## src/hdl/assert_macros.svh

```systemverilog
// assertion macros shared by the pixel queue mixer rtl
// no dependencies; included by the modules that carry checks
`ifndef ASSERT_MACROS_SVH
`define ASSERT_MACROS_SVH

// property checked on every clock edge outside reset
`define PFSM_ASSERT(label, prop, msg) \
    label: assert property (@(posedge clk) disable iff (!rst_n) prop) else $error(msg);

// condition that must never be seen outside reset
`define PFSM_NEVER(label, cond, msg) \
    label: assert property (@(posedge clk) disable iff (!rst_n) !(cond)) else $error(msg);

`endif

```

## src/hdl/pfsm_pkg.sv

```systemverilog
// shared types, operation codes and constants for the pixel queue mixer
// no dependencies; used by every module of the block
package pfsm_pkg;

    // operation codes carried in the input word
    localparam logic [2:0] FUNC_CLEAR_ALL = 3'd0;
    localparam logic [2:0] FUNC_CLEAR_BG  = 3'd1;
    localparam logic [2:0] FUNC_PUSH      = 3'd2;
    localparam logic [2:0] FUNC_DISCARD   = 3'd3;
    localparam logic [2:0] FUNC_MIX       = 3'd4;
    localparam logic [2:0] FUNC_POP       = 3'd5;

    // pixel source codes
    localparam logic [1:0] SRC_NONE = 2'd0;
    localparam logic [1:0] SRC_BG   = 2'd1;
    localparam logic [1:0] SRC_OBJ  = 2'd2;

    // register indexes on the config port
    localparam logic [1:0] REG_COLOR_MODE = 2'd0;
    localparam logic [1:0] REG_BG_ENABLE  = 2'd1;
    localparam logic [1:0] REG_SPRITE_EN  = 2'd2;

    // queue geometry and attribute bits
    localparam int          QDEPTH        = 8;
    localparam logic [3:0]  QFULL         = 4'd8;
    localparam logic [5:0]  EMPTY_RANK    = 6'd60;
    localparam int          ATTR_PRIO_BIT = 7;
    localparam int          ATTR_FLIP_BIT = 5;
    localparam int          ATTR_OPAL_BIT = 4;

    typedef struct packed {
        logic [2:0] func;
        logic [7:0] plane_low;
        logic [7:0] plane_high;
        logic [7:0] attr;
        logic [5:0] sprite_index;
        logic [2:0] discard_count;
    } item_t;

    typedef struct packed {
        logic       pixel_valid;
        logic [1:0] source;
        logic [1:0] color_index;
        logic [2:0] palette_number;
        logic       push_accepted;
        logic [3:0] bg_level;
        logic [3:0] obj_level;
    } result_t;

    typedef struct packed {
        logic color_mode;
        logic bg_enable;
        logic sprite_en;
    } cfg_t;

    typedef struct packed {
        logic       prio;
        logic [2:0] pal;
        logic [1:0] color;
    } bg_entry_t;

    typedef struct packed {
        logic [5:0] rank;
        logic       prio;
        logic [2:0] pal;
        logic [1:0] color;
    } obj_entry_t;

    localparam int BG_ENTRY_W = $bits(bg_entry_t);

endpackage

```

## src/hdl/pixel_fifo_sprite_mixer_core.sv

```systemverilog
// channel   | dir | handshake                | payload
// s_axis    | in  | s_axis_tvalid/tready     | tuser: func; tdata: pixel rows and controls
// m_axis    | out | m_axis_tvalid/tready     | tdata: pixel result and queue levels
// apb       | in  | psel/penable/pwrite      | paddr, pwdata, prdata (mode bits)
//
// one word in and one word out per cycle while m_axis takes results: an input register feeds the queue
// update and priority logic, which lands in the result register
// an accepted word waits in the input register, and its result in the result register
// rst_n clears the handshake state and both queue levels and resets the mode bits
// a stalled m_axis holds the result; the input register keeps taking a word
// whenever the result register frees in the same cycle
//
// top level of the pixel queue mixer; depends on pfsm_pkg, pfsm_cfg_regs,
// pfsm_bg_queue, pfsm_obj_queue and assert_macros.svh
`include "assert_macros.svh"

module pixel_fifo_sprite_mixer_core
(
    input  logic        clk,
    input  logic        rst_n,
    // slave side
    input  logic        s_axis_tvalid,
    output logic        s_axis_tready,
    // plane_low[7:0], plane_high[15:8], attr[23:16], sprite_index[29:24],
    // discard_count[32:30], zero fill [39:33]
    input  logic [39:0] s_axis_tdata,
    // func[2:0]
    input  logic [2:0]  s_axis_tuser,
    // master side
    output logic        m_axis_tvalid,
    input  logic        m_axis_tready,
    // pixel_valid[0], source[2:1], color_index[4:3], palette_number[7:5],
    // push_accepted[8], bg_level[12:9], obj_level[16:13], zero fill [23:17]
    output logic [23:0] m_axis_tdata,
    // config port
    input  logic        psel,
    input  logic        penable,
    input  logic        pwrite,
    input  logic [3:0]  paddr,
    input  logic [31:0] pwdata,
    output logic [31:0] prdata,
    output logic        pready
);

    pfsm_pkg::cfg_t       cfg;
    pfsm_pkg::item_t      item_in;
    pfsm_pkg::item_t      item_reg;
    logic                 in_valid_reg;
    logic                 in_valid_next;
    pfsm_pkg::result_t    result_reg;
    pfsm_pkg::result_t    result_next;
    logic                 out_valid_reg;
    logic                 out_valid_next;
    logic                 fire;
    logic                 accept;
    pfsm_pkg::bg_entry_t  bg_head;
    pfsm_pkg::obj_entry_t obj_head;
    logic                 bg_nonempty;
    logic                 obj_nonempty;
    logic                 push_ok;
    logic [3:0]           bg_level_next;
    logic [3:0]           obj_level_next;
    logic                 has_bg;
    logic                 has_sp;
    logic [1:0]           pick;

    // stage control
    assign fire          = in_valid_reg && (!out_valid_reg || m_axis_tready);
    assign s_axis_tready = !in_valid_reg || fire;
    assign accept        = s_axis_tvalid && s_axis_tready;
    assign m_axis_tvalid = out_valid_reg;

    // unpack the input word
    assign item_in.func          = s_axis_tuser;
    assign item_in.plane_low     = s_axis_tdata[7:0];
    assign item_in.plane_high    = s_axis_tdata[15:8];
    assign item_in.attr          = s_axis_tdata[23:16];
    assign item_in.sprite_index  = s_axis_tdata[29:24];
    assign item_in.discard_count = s_axis_tdata[32:30];

    assign in_valid_next  = accept ? 1'b1 : (fire ? 1'b0 : in_valid_reg);
    assign out_valid_next = fire ? 1'b1 : (m_axis_tready ? 1'b0 : out_valid_reg);

    pfsm_cfg_regs u_cfg
    (
        .clk     (clk),
        .rst_n   (rst_n),
        .psel    (psel),
        .penable (penable),
        .pwrite  (pwrite),
        .paddr   (paddr),
        .pwdata  (pwdata),
        .prdata  (prdata),
        .pready  (pready),
        .cfg     (cfg)
    );

    pfsm_bg_queue u_bg
    (
        .clk        (clk),
        .rst_n      (rst_n),
        .fire       (fire),
        .item       (item_reg),
        .cfg        (cfg),
        .head       (bg_head),
        .nonempty   (bg_nonempty),
        .push_ok    (push_ok),
        .level_next (bg_level_next)
    );

    pfsm_obj_queue u_obj
    (
        .clk        (clk),
        .rst_n      (rst_n),
        .fire       (fire),
        .item       (item_reg),
        .cfg        (cfg),
        .pop_en     (bg_nonempty),
        .head       (obj_head),
        .nonempty   (obj_nonempty),
        .level_next (obj_level_next)
    );

    // background versus object priority at pop
    assign has_bg = cfg.color_mode || cfg.bg_enable;
    assign has_sp = cfg.sprite_en && obj_nonempty;

    always_comb
    begin
        if (has_bg && !has_sp)
        begin
            pick = pfsm_pkg::SRC_BG;
        end
        else if (!has_bg && has_sp)
        begin
            pick = pfsm_pkg::SRC_OBJ;
        end
        else if (has_bg && has_sp)
        begin
            if (cfg.color_mode)
            begin
                if (obj_head.color == 2'd0)
                    pick = pfsm_pkg::SRC_BG;
                else if (!cfg.bg_enable)
                    pick = pfsm_pkg::SRC_OBJ;
                else if (!obj_head.prio && !bg_head.prio)
                    pick = pfsm_pkg::SRC_OBJ;
                else if (bg_head.color != 2'd0)
                    pick = pfsm_pkg::SRC_BG;
                else
                    pick = pfsm_pkg::SRC_OBJ;
            end
            else
            begin
                if (obj_head.prio && (bg_head.color != 2'd0))
                    pick = pfsm_pkg::SRC_BG;
                else if (obj_head.color == 2'd0)
                    pick = pfsm_pkg::SRC_BG;
                else
                    pick = pfsm_pkg::SRC_OBJ;
            end
        end
        else
        begin
            pick = pfsm_pkg::SRC_NONE;
        end
    end

    // result word
    always_comb
    begin
        result_next               = '0;
        result_next.push_accepted = push_ok;
        result_next.bg_level      = bg_level_next;
        result_next.obj_level     = obj_level_next;
        if ((item_reg.func == pfsm_pkg::FUNC_POP) && bg_nonempty)
        begin
            result_next.pixel_valid = 1'b1;
            result_next.source      = pick;
            case (pick)
                pfsm_pkg::SRC_BG:
                begin
                    result_next.color_index    = bg_head.color;
                    result_next.palette_number = cfg.color_mode ? bg_head.pal : 3'd0;
                end
                pfsm_pkg::SRC_OBJ:
                begin
                    result_next.color_index    = obj_head.color;
                    result_next.palette_number = obj_head.pal;
                end
                default:
                begin
                    result_next.color_index    = 2'd0;
                    result_next.palette_number = 3'd0;
                end
            endcase
        end
    end

    always_ff @(posedge clk or negedge rst_n)
    begin
        if (!rst_n)
        begin
            in_valid_reg  <= 1'b0;
            out_valid_reg <= 1'b0;
        end
        else
        begin
            in_valid_reg  <= in_valid_next;
            out_valid_reg <= out_valid_next;
        end
    end

    // payload registers
    always_ff @(posedge clk)
    begin
        if (accept)
        begin
            item_reg <= item_in;
        end
        if (fire)
        begin
            result_reg <= result_next;
        end
    end

    // pack the result word
    assign m_axis_tdata = {7'd0,
                           result_reg.obj_level,
                           result_reg.bg_level,
                           result_reg.push_accepted,
                           result_reg.palette_number,
                           result_reg.color_index,
                           result_reg.source,
                           result_reg.pixel_valid};

    `PFSM_ASSERT(a_held_item_kept,
                 in_valid_reg && !fire |=> in_valid_reg && $stable(item_reg),
                 "pending word lost")
    `PFSM_NEVER(a_src_needs_pixel,
                out_valid_reg && (result_reg.source != pfsm_pkg::SRC_NONE)
                && !result_reg.pixel_valid,
                "source without pixel")
    `PFSM_NEVER(a_push_fills_bg,
                out_valid_reg && result_reg.push_accepted
                && (result_reg.bg_level != pfsm_pkg::QFULL),
                "push left bg queue short")

endmodule

```

## src/hdl/pfsm_cfg_regs.sv

```systemverilog
// apb register file for the mixer mode bits
// depends on pfsm_pkg
module pfsm_cfg_regs
(
    input  logic              clk,
    input  logic              rst_n,
    input  logic              psel,
    input  logic              penable,
    input  logic              pwrite,
    input  logic [3:0]        paddr,
    input  logic [31:0]       pwdata,
    output logic [31:0]       prdata,
    output logic              pready,
    output pfsm_pkg::cfg_t    cfg
);

    pfsm_pkg::cfg_t cfg_reg;
    pfsm_pkg::cfg_t cfg_next;
    logic           wr_en;

    assign pready = 1'b1;
    assign wr_en  = psel && penable && pwrite;
    assign cfg    = cfg_reg;

    // register write decode
    always_comb
    begin
        cfg_next = cfg_reg;
        if (wr_en)
        begin
            case (paddr[3:2])
                pfsm_pkg::REG_COLOR_MODE: cfg_next.color_mode = pwdata[0];
                pfsm_pkg::REG_BG_ENABLE:  cfg_next.bg_enable  = pwdata[0];
                pfsm_pkg::REG_SPRITE_EN:  cfg_next.sprite_en  = pwdata[0];
                default:                  cfg_next = cfg_reg;
            endcase
        end
    end

    always_ff @(posedge clk or negedge rst_n)
    begin
        if (!rst_n)
        begin
            cfg_reg.color_mode <= 1'b0;
            cfg_reg.bg_enable  <= 1'b1;
            cfg_reg.sprite_en  <= 1'b0;
        end
        else
        begin
            cfg_reg <= cfg_next;
        end
    end

    // read mux
    always_comb
    begin
        case (paddr[3:2])
            pfsm_pkg::REG_COLOR_MODE: prdata = {31'd0, cfg_reg.color_mode};
            pfsm_pkg::REG_BG_ENABLE:  prdata = {31'd0, cfg_reg.bg_enable};
            pfsm_pkg::REG_SPRITE_EN:  prdata = {31'd0, cfg_reg.sprite_en};
            default:                  prdata = 32'd0;
        endcase
    end

endmodule

```

## src/hdl/pfsm_bg_queue.sv

```systemverilog
// background pixel queue: shift register with the head in slot 0
// depends on pfsm_pkg and assert_macros.svh
`include "assert_macros.svh"

module pfsm_bg_queue
(
    input  logic                 clk,
    input  logic                 rst_n,
    input  logic                 fire,
    input  pfsm_pkg::item_t      item,
    input  pfsm_pkg::cfg_t       cfg,
    output pfsm_pkg::bg_entry_t  head,
    output logic                 nonempty,
    output logic                 push_ok,
    output logic [3:0]           level_next
);

    pfsm_pkg::bg_entry_t [pfsm_pkg::QDEPTH-1:0] entries_reg;
    pfsm_pkg::bg_entry_t [pfsm_pkg::QDEPTH-1:0] entries_next;
    logic [3:0] count_reg;
    logic [3:0] count_next;
    logic [2:0] drop;
    logic [2:0] bit_sel;
    logic       mirror;

    assign head       = entries_reg[0];
    assign nonempty   = (count_reg != 4'd0);
    assign level_next = count_next;
    assign mirror     = cfg.color_mode && item.attr[pfsm_pkg::ATTR_FLIP_BIT];
    // discard stops at an empty queue
    assign drop = ({1'b0, item.discard_count} > count_reg) ? count_reg[2:0]
                                                           : item.discard_count;

    // next queue contents for one operation
    always_comb
    begin
        entries_next = entries_reg;
        count_next   = count_reg;
        push_ok      = 1'b0;
        bit_sel      = 3'd0;
        case (item.func)
            pfsm_pkg::FUNC_CLEAR_ALL,
            pfsm_pkg::FUNC_CLEAR_BG:
            begin
                count_next = 4'd0;
            end
            pfsm_pkg::FUNC_PUSH:
            begin
                if (count_reg == 4'd0)
                begin
                    for (int k = 0; k < pfsm_pkg::QDEPTH; k++)
                    begin
                        bit_sel = mirror ? 3'(k) : 3'(7 - k);
                        entries_next[k].color = {item.plane_high[bit_sel],
                                                 item.plane_low[bit_sel]};
                        entries_next[k].pal   = cfg.color_mode ? item.attr[2:0] : 3'd0;
                        entries_next[k].prio  = cfg.color_mode &&
                                                item.attr[pfsm_pkg::ATTR_PRIO_BIT];
                    end
                    count_next = pfsm_pkg::QFULL;
                    push_ok    = 1'b1;
                end
            end
            pfsm_pkg::FUNC_DISCARD:
            begin
                entries_next = entries_reg >> (pfsm_pkg::BG_ENTRY_W * drop);
                count_next   = count_reg - {1'b0, drop};
            end
            pfsm_pkg::FUNC_POP:
            begin
                if (count_reg != 4'd0)
                begin
                    entries_next = entries_reg >> pfsm_pkg::BG_ENTRY_W;
                    count_next   = count_reg - 4'd1;
                end
            end
            default:
            begin
                count_next = count_reg;
            end
        endcase
    end

    always_ff @(posedge clk or negedge rst_n)
    begin
        if (!rst_n)
        begin
            count_reg <= 4'd0;
        end
        else if (fire)
        begin
            count_reg <= count_next;
        end
    end

    // pixel storage, no reset
    always_ff @(posedge clk)
    begin
        if (fire)
        begin
            entries_reg <= entries_next;
        end
    end

    `PFSM_NEVER(a_bg_count_range, count_reg > pfsm_pkg::QFULL, "bg queue over depth")

endmodule

```

## src/hdl/pfsm_obj_queue.sv

```systemverilog
// object pixel queue with sprite row merge, head in slot 0
// depends on pfsm_pkg and assert_macros.svh
`include "assert_macros.svh"

module pfsm_obj_queue
(
    input  logic                  clk,
    input  logic                  rst_n,
    input  logic                  fire,
    input  pfsm_pkg::item_t       item,
    input  pfsm_pkg::cfg_t        cfg,
    input  logic                  pop_en,
    output pfsm_pkg::obj_entry_t  head,
    output logic                  nonempty,
    output logic [3:0]            level_next
);

    pfsm_pkg::obj_entry_t [pfsm_pkg::QDEPTH-1:0] entries_reg;
    pfsm_pkg::obj_entry_t [pfsm_pkg::QDEPTH-1:0] entries_next;
    logic [3:0]           count_reg;
    logic [3:0]           count_next;
    pfsm_pkg::obj_entry_t cur;
    pfsm_pkg::obj_entry_t fresh;
    logic [2:0]           bit_sel;
    logic                 flip;
    logic                 take;

    assign head       = entries_reg[0];
    assign nonempty   = (count_reg != 4'd0);
    assign level_next = count_next;
    assign flip       = item.attr[pfsm_pkg::ATTR_FLIP_BIT];

    // next queue contents for one operation
    always_comb
    begin
        entries_next = entries_reg;
        count_next   = count_reg;
        cur          = '0;
        fresh        = '0;
        bit_sel      = 3'd0;
        take         = 1'b0;
        case (item.func)
            pfsm_pkg::FUNC_CLEAR_ALL:
            begin
                count_next = 4'd0;
            end
            pfsm_pkg::FUNC_MIX:
            begin
                // unfilled slots count as transparent with the empty rank
                for (int p = 0; p < pfsm_pkg::QDEPTH; p++)
                begin
                    if (4'(p) < count_reg)
                    begin
                        cur = entries_reg[p];
                    end
                    else
                    begin
                        cur      = '0;
                        cur.rank = pfsm_pkg::EMPTY_RANK;
                    end
                    bit_sel     = flip ? 3'(p) : 3'(7 - p);
                    fresh.color = {item.plane_high[bit_sel], item.plane_low[bit_sel]};
                    fresh.pal   = cfg.color_mode ? item.attr[2:0]
                                : {2'd0, item.attr[pfsm_pkg::ATTR_OPAL_BIT]};
                    fresh.prio  = item.attr[pfsm_pkg::ATTR_PRIO_BIT];
                    fresh.rank  = cfg.color_mode ? item.sprite_index : 6'd0;
                    if (cfg.color_mode)
                    begin
                        take = ((item.sprite_index < cur.rank) && (fresh.color != 2'd0))
                               || (cur.color == 2'd0);
                    end
                    else
                    begin
                        take = (cur.color == 2'd0);
                    end
                    entries_next[p] = take ? fresh : cur;
                end
                count_next = pfsm_pkg::QFULL;
            end
            pfsm_pkg::FUNC_POP:
            begin
                if (pop_en && (count_reg != 4'd0))
                begin
                    entries_next = entries_reg >> $bits(pfsm_pkg::obj_entry_t);
                    count_next   = count_reg - 4'd1;
                end
            end
            default:
            begin
                count_next = count_reg;
            end
        endcase
    end

    always_ff @(posedge clk or negedge rst_n)
    begin
        if (!rst_n)
        begin
            count_reg <= 4'd0;
        end
        else if (fire)
        begin
            count_reg <= count_next;
        end
    end

    // pixel storage, no reset
    always_ff @(posedge clk)
    begin
        if (fire)
        begin
            entries_reg <= entries_next;
        end
    end

    `PFSM_NEVER(a_obj_count_range, count_reg > pfsm_pkg::QFULL, "obj queue over depth")
    `PFSM_ASSERT(a_obj_mix_fills, fire && (item.func == pfsm_pkg::FUNC_MIX) |=> count_reg == pfsm_pkg::QFULL, "merge left queue short")

endmodule

```

## config.mk

```make
export PLATFORM = sky130hd
export DESIGN_NAME = pixel_fifo_sprite_mixer_core
export DESIGN_NICKNAME = d
export VERILOG_FILES = /design/src/hdl/pfsm_pkg.sv /design/src/hdl/pixel_fifo_sprite_mixer_core.sv /design/src/hdl/pfsm_cfg_regs.sv /design/src/hdl/pfsm_bg_queue.sv /design/src/hdl/pfsm_obj_queue.sv
export VERILOG_INCLUDE_DIRS = /design/src /design/src/hdl
export SDC_FILE = /design/constraint.sdc
export NUM_CORES = 1
export LEC_CHECK = 0
export ABC_AREA = 1
export ABC_CLOCK_PERIOD_IN_PS = 24400
export BUFFER_PORTS_ARGS = -buffer_cell sky130_fd_sc_hd__buf_2
export CAP_MARGIN = 30
export CORE_ASPECT_RATIO = 0.5
export CORE_MARGIN = 1
export CORE_UTILIZATION = 55
export CTS_BUF_LIST = sky130_fd_sc_hd__clkbuf_8
export DETAILED_ROUTE_END_ITERATION = 6
export GPL_ROUTABILITY_DRIVEN = 0
export GPL_TIMING_DRIVEN = 1
export HOLD_SLACK_MARGIN = 0.05
export MAX_ROUTING_LAYER = met4
export PLACE_DENSITY_LB_ADDON = 0.05
export SKIP_LAST_GASP = 1
export SLEW_MARGIN = 20
export SYNTH_ARGS = -nofsm -noshare
export SYNTH_HDL_FRONTEND = slang
export SYNTH_HIERARCHICAL = 1
export SYNTH_SLANG_ARGS = --single-unit
```

## constraint.sdc

```tcl
create_clock -name clk -period 24.4 [get_ports clk]
set_clock_uncertainty 0.15 [all_clocks]
set_input_delay 0 -clock clk [delete_from_list [all_inputs] [get_ports clk]]
set_output_delay 0 -clock clk [all_outputs]
set_load 0.02 [all_outputs]
```

==> impl_metrics.ini, run 1 <==
[clock_tree]
post-cts-setup-buffers = 0
max-clock-path-buffers = 3
cts_tree = built
cts.clk_slew.worst_paths_ns = 0.07
tritoncts_num_sinks = 208
clock_tree.htree_level_count = 2
ctsRootBufferMaster = sky130_fd_sc_hd__clkbuf_8
clock_insertion_delay_at_the_later_pin_of_the_skew_report_ns = 0.57
cts_resized = 0
number_of_cts_inserted_buffers = 34

[sta]
final.period_utilization_pct = 20.9
fin_max_slew_vios = 0
slew_headroom_pct = 36.4
timing.final.hold_violations = 0
final_period_minus_worst_setup_slack_ns = 5.10
grt_setup_unrepaired = no
timing.hold.ws_ns = 0.0912
fmax_mhz = 196
setup_tns_ns = 0
finalSetupViolations = 0
timing_worst_slew_pin_value_ns = 0.955

[global_route]
met1_usage_pct = 42.8
grt.busiest_layer = met2
met2_grt_util_pct = 46.9
first_pass_grt_wire_length_um = 67000
global_route_usage_over_all_layers_pct = 31.6
grt.overflow.total = 0
globalRouteMet3Util_pct = 7.24
first_global_vias = 13000
grt_start_max_net_pins = 89
antenna_found_initial = 1

[final_layout]
layout.nets = 2180
register_cell_area_after_layout_mm2 = 0.00618
final_cell_mix = sky130_fd_sc_hd__nand2_1, sky130_fd_sc_hd__nand3_1, sky130_fd_sc_hd__inv_1
most_common_cell_after_layout_fill_and_taps_aside = sky130_fd_sc_hd__nand2_1
area_growth_pct = 11.9
post-route-util_pct = 64.0
final.fill_count = 2228
multi_input_comb_area_mm2 = 0.00712
largest_register_ffs = 84
layout-drive-gt1-share_pct = 9.51

[routing]
route.detailed.drc = 13
finalWirelength_um = 42500
detail_route.wl_per_cell_um = 17.7
firstDrtPassIters = 7
ant_nets = 0
routed_via_density = 5.85
routed-via-count = 14100
detail_route.iter0.violations = 1863

[floorplan]
ios = 145
core_box_area_mm2 = 0.0257
total_die_area_mm2 = 0.0274
die-height_um = 118
core.rowCount = 41
overall_die_width_um = 233
start_util_pct = 57.2

[critical_path]
crit_path_end_kind = flip-flop
startpoint_type = flip-flop
cp_cell_sequence = inv_1, ha_1, nand2_1, nand2_1, nand2_1, nand2_2, nand2_8, o21ai_0, ha_1, buf_4, clkinv_1, buf_4, nand3_1, nand3_1, nand3_1, a21oi_1, nand2_1, nand2_1
cp_max_fo = 47
timing_worst_setup_path_type = reg -> reg
crit_arrival_ns = 5.28
max_stage_delay_ns = 0.82
cell_mode_on_critical_path = sky130_fd_sc_hd__nand2_1
cp_slowest_cell = sky130_fd_sc_hd__clkinv_1
critPathRequiredTime_ns = 24.58

[flow_run]
cap_viol_max_count = 0

[synth]
syn_avg_cell_area_um2 = 7.65
syn_inst = 1923
synth_warnings = 6
netlist_area_before_placement_mm2 = 0.0147

[placed_design]
numPortBuffers = 63
post-dp-hpwl_um = 28600

[pwr]
ir_worst_vdd_mv = 0.0946
static-leakage-power_nw = 7.70
power_density_mw_per_mm2 = 121

[outcome]
failed_checks = design-rule violations
status = complete, but fails checks

[min_path]
path_type_of_the_worst_min_delay_path = in -> reg
## stage by stage
stage | cell area [um^2] | total power [mW] | instances | worst slack, ns
after floorplan | 14800 | 1.40 | 1959 | 13.89
after global placement | 14900 | 1.61 | 2254 | 19.54
after detailed placement | 14900 | 1.63 | 2254 | 19.43
after CTS | 16400 | 1.95 | 2402 | 19.42
after global routing | 16400 | 2.14 | 2405 | 18.98
final | 16400 | 1.99 | 2405 | 19.30
## layout make-up
class / instances / area share, %
Multi-Input combinational cell: 1417 / 43.3
Sequential cell: 208 / 37.6
Timing Repair Buffer: 165 / 7.95
Inverter: 208 / 4.78
Clock buffer: 36 / 3.01
Tap cell: 344 / 2.62
Clock inverter: 26 / 0.776
Antenna cell: 1 / 0.0152
## timing repair
item,4_1_cts,5_1_grt
setup endpoints to repair,0,0
hold buffers,86,0
hold endpoints to repair,110,0
## power breakdown
part | total, mW | internal (mW) | switching [mW]
logic | 1.21 | 0.365 | 0.844
registers | 0.485 | 0.456 | 0.0293
clock network | 0.298 | 0.140 | 0.159
## path summary, 6_finish.rpt
check / cells past startpoint / slack, ns / start / to
setup / recovery: 18 / 19.30 / u_bg/count_reg[1]$_DFFE_PN0P_ / u_bg/head[1]$_DFFE_PP_
hold / removal: 5 / 0.09 / m_axis_tready / m_axis_tvalid$_DFFE_PN0P_
setup reg to reg: 18 / 19.30 / u_bg/count_reg[1]$_DFFE_PN0P_ / u_bg/head[1]$_DFFE_PP_
hold reg to reg: 2 / 0.34 / in_valid_reg$_DFFE_PN0P_ / m_axis_tvalid$_DFFE_PN0P_
max in group asynchronous: 3 / 23.19 / rst_n / u_bg/count_reg[1]$_DFFE_PN0P_
min in group asynchronous: 3 / 0.43 / rst_n / u_obj/count_reg[0]$_DFFE_PN0P_
## per-layer routing
layer,vias up,wire (um)
met4,0,1220
met5,-,0
met2,797,18600
met1,6509,18000
li1,6633,-
met3,122,4620
## worst max-delay path, delay by kind of cell (launching register included)
| family | cells | cell delay [ns] |
|---|---|---|
| flops | 1 | 0.38 |
| fa+ha+maj | 2 | 0.55 |
| compound gates | 2 | 0.77 |
| buf+inv | 4 | 1.94 |
| simple gates | 10 | 1.07 |
Power figures use the tool's default switching activity.
==> inputs of run 2 (changes only) <==
ABC_CLOCK_PERIOD_IN_PS = 5000   (was 24400)
clock period = 5 ns   (was 24.4 ns; I/O delays follow)
==> run 2 against run 1 <==
Net effect: total power rose to 5.0 times the previous value; combinational power grew to 5.0 times the previous value; highest routed layer unchanged; sequential power rose to 4.9 times the previous value; the flow now finishes without violations; clock power rose to 5.3 times the previous value.
==> impl_metrics.ini, run 2 (synthesized netlist as in run 1, its figures left out) <==
[global_route]
globalRouteMet3Util_pct = 5.96
grt_start_max_net_pins = 55
grt.overflow.total = 0
grt.busiest_layer = met2
antenna_found_initial = 0
met1_usage_pct = 46.6
first_pass_grt_wire_length_um = 70600
first_global_vias = 13200
met2_grt_util_pct = 50.4
global_route_usage_over_all_layers_pct = 33.6

[critical_path]
path_buf_inv = 3
max_stage_delay_ns = 0.60
worstReg2RegStart = u_bg/count_reg[1]$_DFFE_PN0P_
r2r_cells = 17
timing_worst_setup_path_type = reg -> reg
cp_cell_sequence = inv_1, ha_1, nand2_1, nand2_1, nand2_1, nand2_2, nand3_2, nand2_4, ha_1, clkinv_1, buf_4, nand3_1, nand3_1, nand3_1, nand3_1, nand2_1, nand2_1
cell_mode_on_critical_path = sky130_fd_sc_hd__nand2_1
regToRegEndpoint = u_bg/head[5]$_DFFE_PP_
worst-r2r-setup-slack_ns = 0.73
critical-path-top-delay-family = simple AND/OR/NAND/NOR gates
startpoint_type = flip-flop
crit_arrival_ns = 4.49
cp_slowest_cell = sky130_fd_sc_hd__clkinv_1
critPathRequiredTime_ns = 5.23
cp_max_fo = 42
crit_path_end_kind = flip-flop

[final_layout]
finish.cell_count_without_fillers = 2405
layout.nets = 2182
insertedDiodeCount = 0
layout-drive-gt1-share_pct = 9.75
largest_register_ffs = 84
final.fill_count = 2185
multi_input_comb_area_mm2 = 0.00713
most_common_cell_after_layout_fill_and_taps_aside = sky130_fd_sc_hd__nand2_1
register_cell_area_after_layout_mm2 = 0.00618
final_cell_mix = sky130_fd_sc_hd__nand2_1, sky130_fd_sc_hd__nand3_1, sky130_fd_sc_hd__inv_1
area_growth_pct = 12.6

[clock_tree]
post-cts-setup-buffers = 0
clock_insertion_delay_at_the_later_pin_of_the_skew_report_ns = 0.63
tritoncts_num_sinks = 208
clock_tree.htree_level_count = 1
ctsRootBufferMaster = sky130_fd_sc_hd__clkbuf_8
cts_hold_buf = 88
cts.clk_slew.worst_paths_ns = 0.08
cts_tree = built
number_of_cts_inserted_buffers = 31
max-clock-path-buffers = 3
cts_resized = 0

[routing]
routed_via_density = 5.96
firstDrtPassIters = 6
finalWirelength_um = 44700
route.detailed.drc = 0
ant_nets = 0
detail_route.wl_per_cell_um = 18.6
routed-via-count = 14300
detail_route.iter0.violations = 2137

[pwr]
ir_worst_vdd_mv = 0.650
post-layout-total-power_mw = 9.94
power_density_mw_per_mm2 = 601
static-leakage-power_nw = 7.76

[floorplan]
ios = 145
overall_die_width_um = 233
total_die_area_mm2 = 0.0274
start_util_pct = 57.2
die-height_um = 118
core_box_area_mm2 = 0.0257
core.rowCount = 41

[outcome]
status = finished clean

[sta]
fmax_mhz = 234
timing_worst_slew_pin_value_ns = 0.938
slew_headroom_pct = 37.4
setup_tns_ns = 0
finalSetupViolations = 0
timing.final.hold_violations = 0
final.period_utilization_pct = 85.3
grt_setup_unrepaired = no
fin_max_slew_vios = 0
final_period_minus_worst_setup_slack_ns = 4.27

[placed_design]
numPortBuffers = 63
numPlacedInstances = 2259
post-dp-hpwl_um = 29800

[flow_run]
cap_viol_max_count = 0

[min_path]
holdCritStartpoint = pwrite
path_type_of_the_worst_min_delay_path = in -> reg
worst_hold_path.endpoint = u_cfg/cfg[1]$_DFFE_PN1P_
whs_path_depth = 7
==> run 2: worst max path at each step <==
stage	from	to	slack, ns	depth (start not counted)
global placement	u_bg/count_reg[1]$_DFFE_PN0P_	u_bg/entries_reg[13]$_DFFE_PP_	0.94	20
floorplan	m_axis_tvalid$_DFFE_PN0P_	u_obj/entries_reg[14]$_DFFE_PP_	0.11	5
detailed placement	u_bg/count_reg[1]$_DFFE_PN0P_	u_bg/entries_reg[6]$_DFFE_PP_	0.84	20
finish	u_bg/count_reg[1]$_DFFE_PN0P_	u_bg/head[5]$_DFFE_PP_	0.73	17
CTS	u_bg/count_reg[1]$_DFFE_PN0P_	u_bg/entries_reg[13]$_DFFE_PP_	0.83	20
global route	u_bg/count_reg[1]$_DFFE_PN0P_	u_bg/entries_reg[6]$_DFFE_PP_	0.52	20
==> run 2: worst reg2reg max path, cell delays in order (launching register included) <==
cell                       delay, ns
sky130_fd_sc_hd__dfrtp_1        0.38
sky130_fd_sc_hd__inv_1          0.23
sky130_fd_sc_hd__ha_1           0.31
sky130_fd_sc_hd__nand2_1        0.07
sky130_fd_sc_hd__nand2_1        0.04
sky130_fd_sc_hd__nand2_1        0.06
sky130_fd_sc_hd__nand2_2        0.12
sky130_fd_sc_hd__nand3_2        0.18
sky130_fd_sc_hd__nand2_4        0.33
sky130_fd_sc_hd__ha_1           0.45
sky130_fd_sc_hd__clkinv_1       0.60
sky130_fd_sc_hd__buf_4          0.47
sky130_fd_sc_hd__nand3_1        0.12
sky130_fd_sc_hd__nand3_1        0.13
sky130_fd_sc_hd__nand3_1        0.17
sky130_fd_sc_hd__nand3_1        0.09
sky130_fd_sc_hd__nand2_1        0.09
sky130_fd_sc_hd__nand2_1        0.06
==> run 2: cell type report <==
cell class,instances,area share [%]
well taps,344,2.60
repair buffers,170,8.08
multi-input cells,1417,43.1
inverters,208,4.75
flip-flops and latches,208,37.3
clock buffers,41,3.41
clock inverters,17,0.771
==> run 2: layer usage <==
metal	routed length [um]	part of all wire, %	up-vias
met4	1430	3.2	0
li1	-	-	6635
met2	19800	44	894
met1	18700	42	6651
met3	4850	11	146
met5	0	0	-
==> run 2: where the power goes <==
part           internal, mW  leakage, nW  switching, mW  total, mW
Sequential             2.22         1.99          0.154       2.38
Combinational          1.79         5.36           4.19       5.99
Clock                 0.838        0.399          0.743       1.58
==> run 2: stage by stage <==
stage / hold slack [ns] / utilization (%) / setup WS [ns] / cell area, um^2
floorplan: -0.446 / - / 0.107 / 14900
global placement: -0.225 / 58.3 / 0.944 / 15000
finish: 0.240 / 64.4 / 0.734 / 16600
CTS: 0.122 / 64.4 / 0.833 / 16600
global route: 0.225 / 64.4 / 0.520 / 16600
detailed placement: -0.224 / 58.3 / 0.840 / 15000
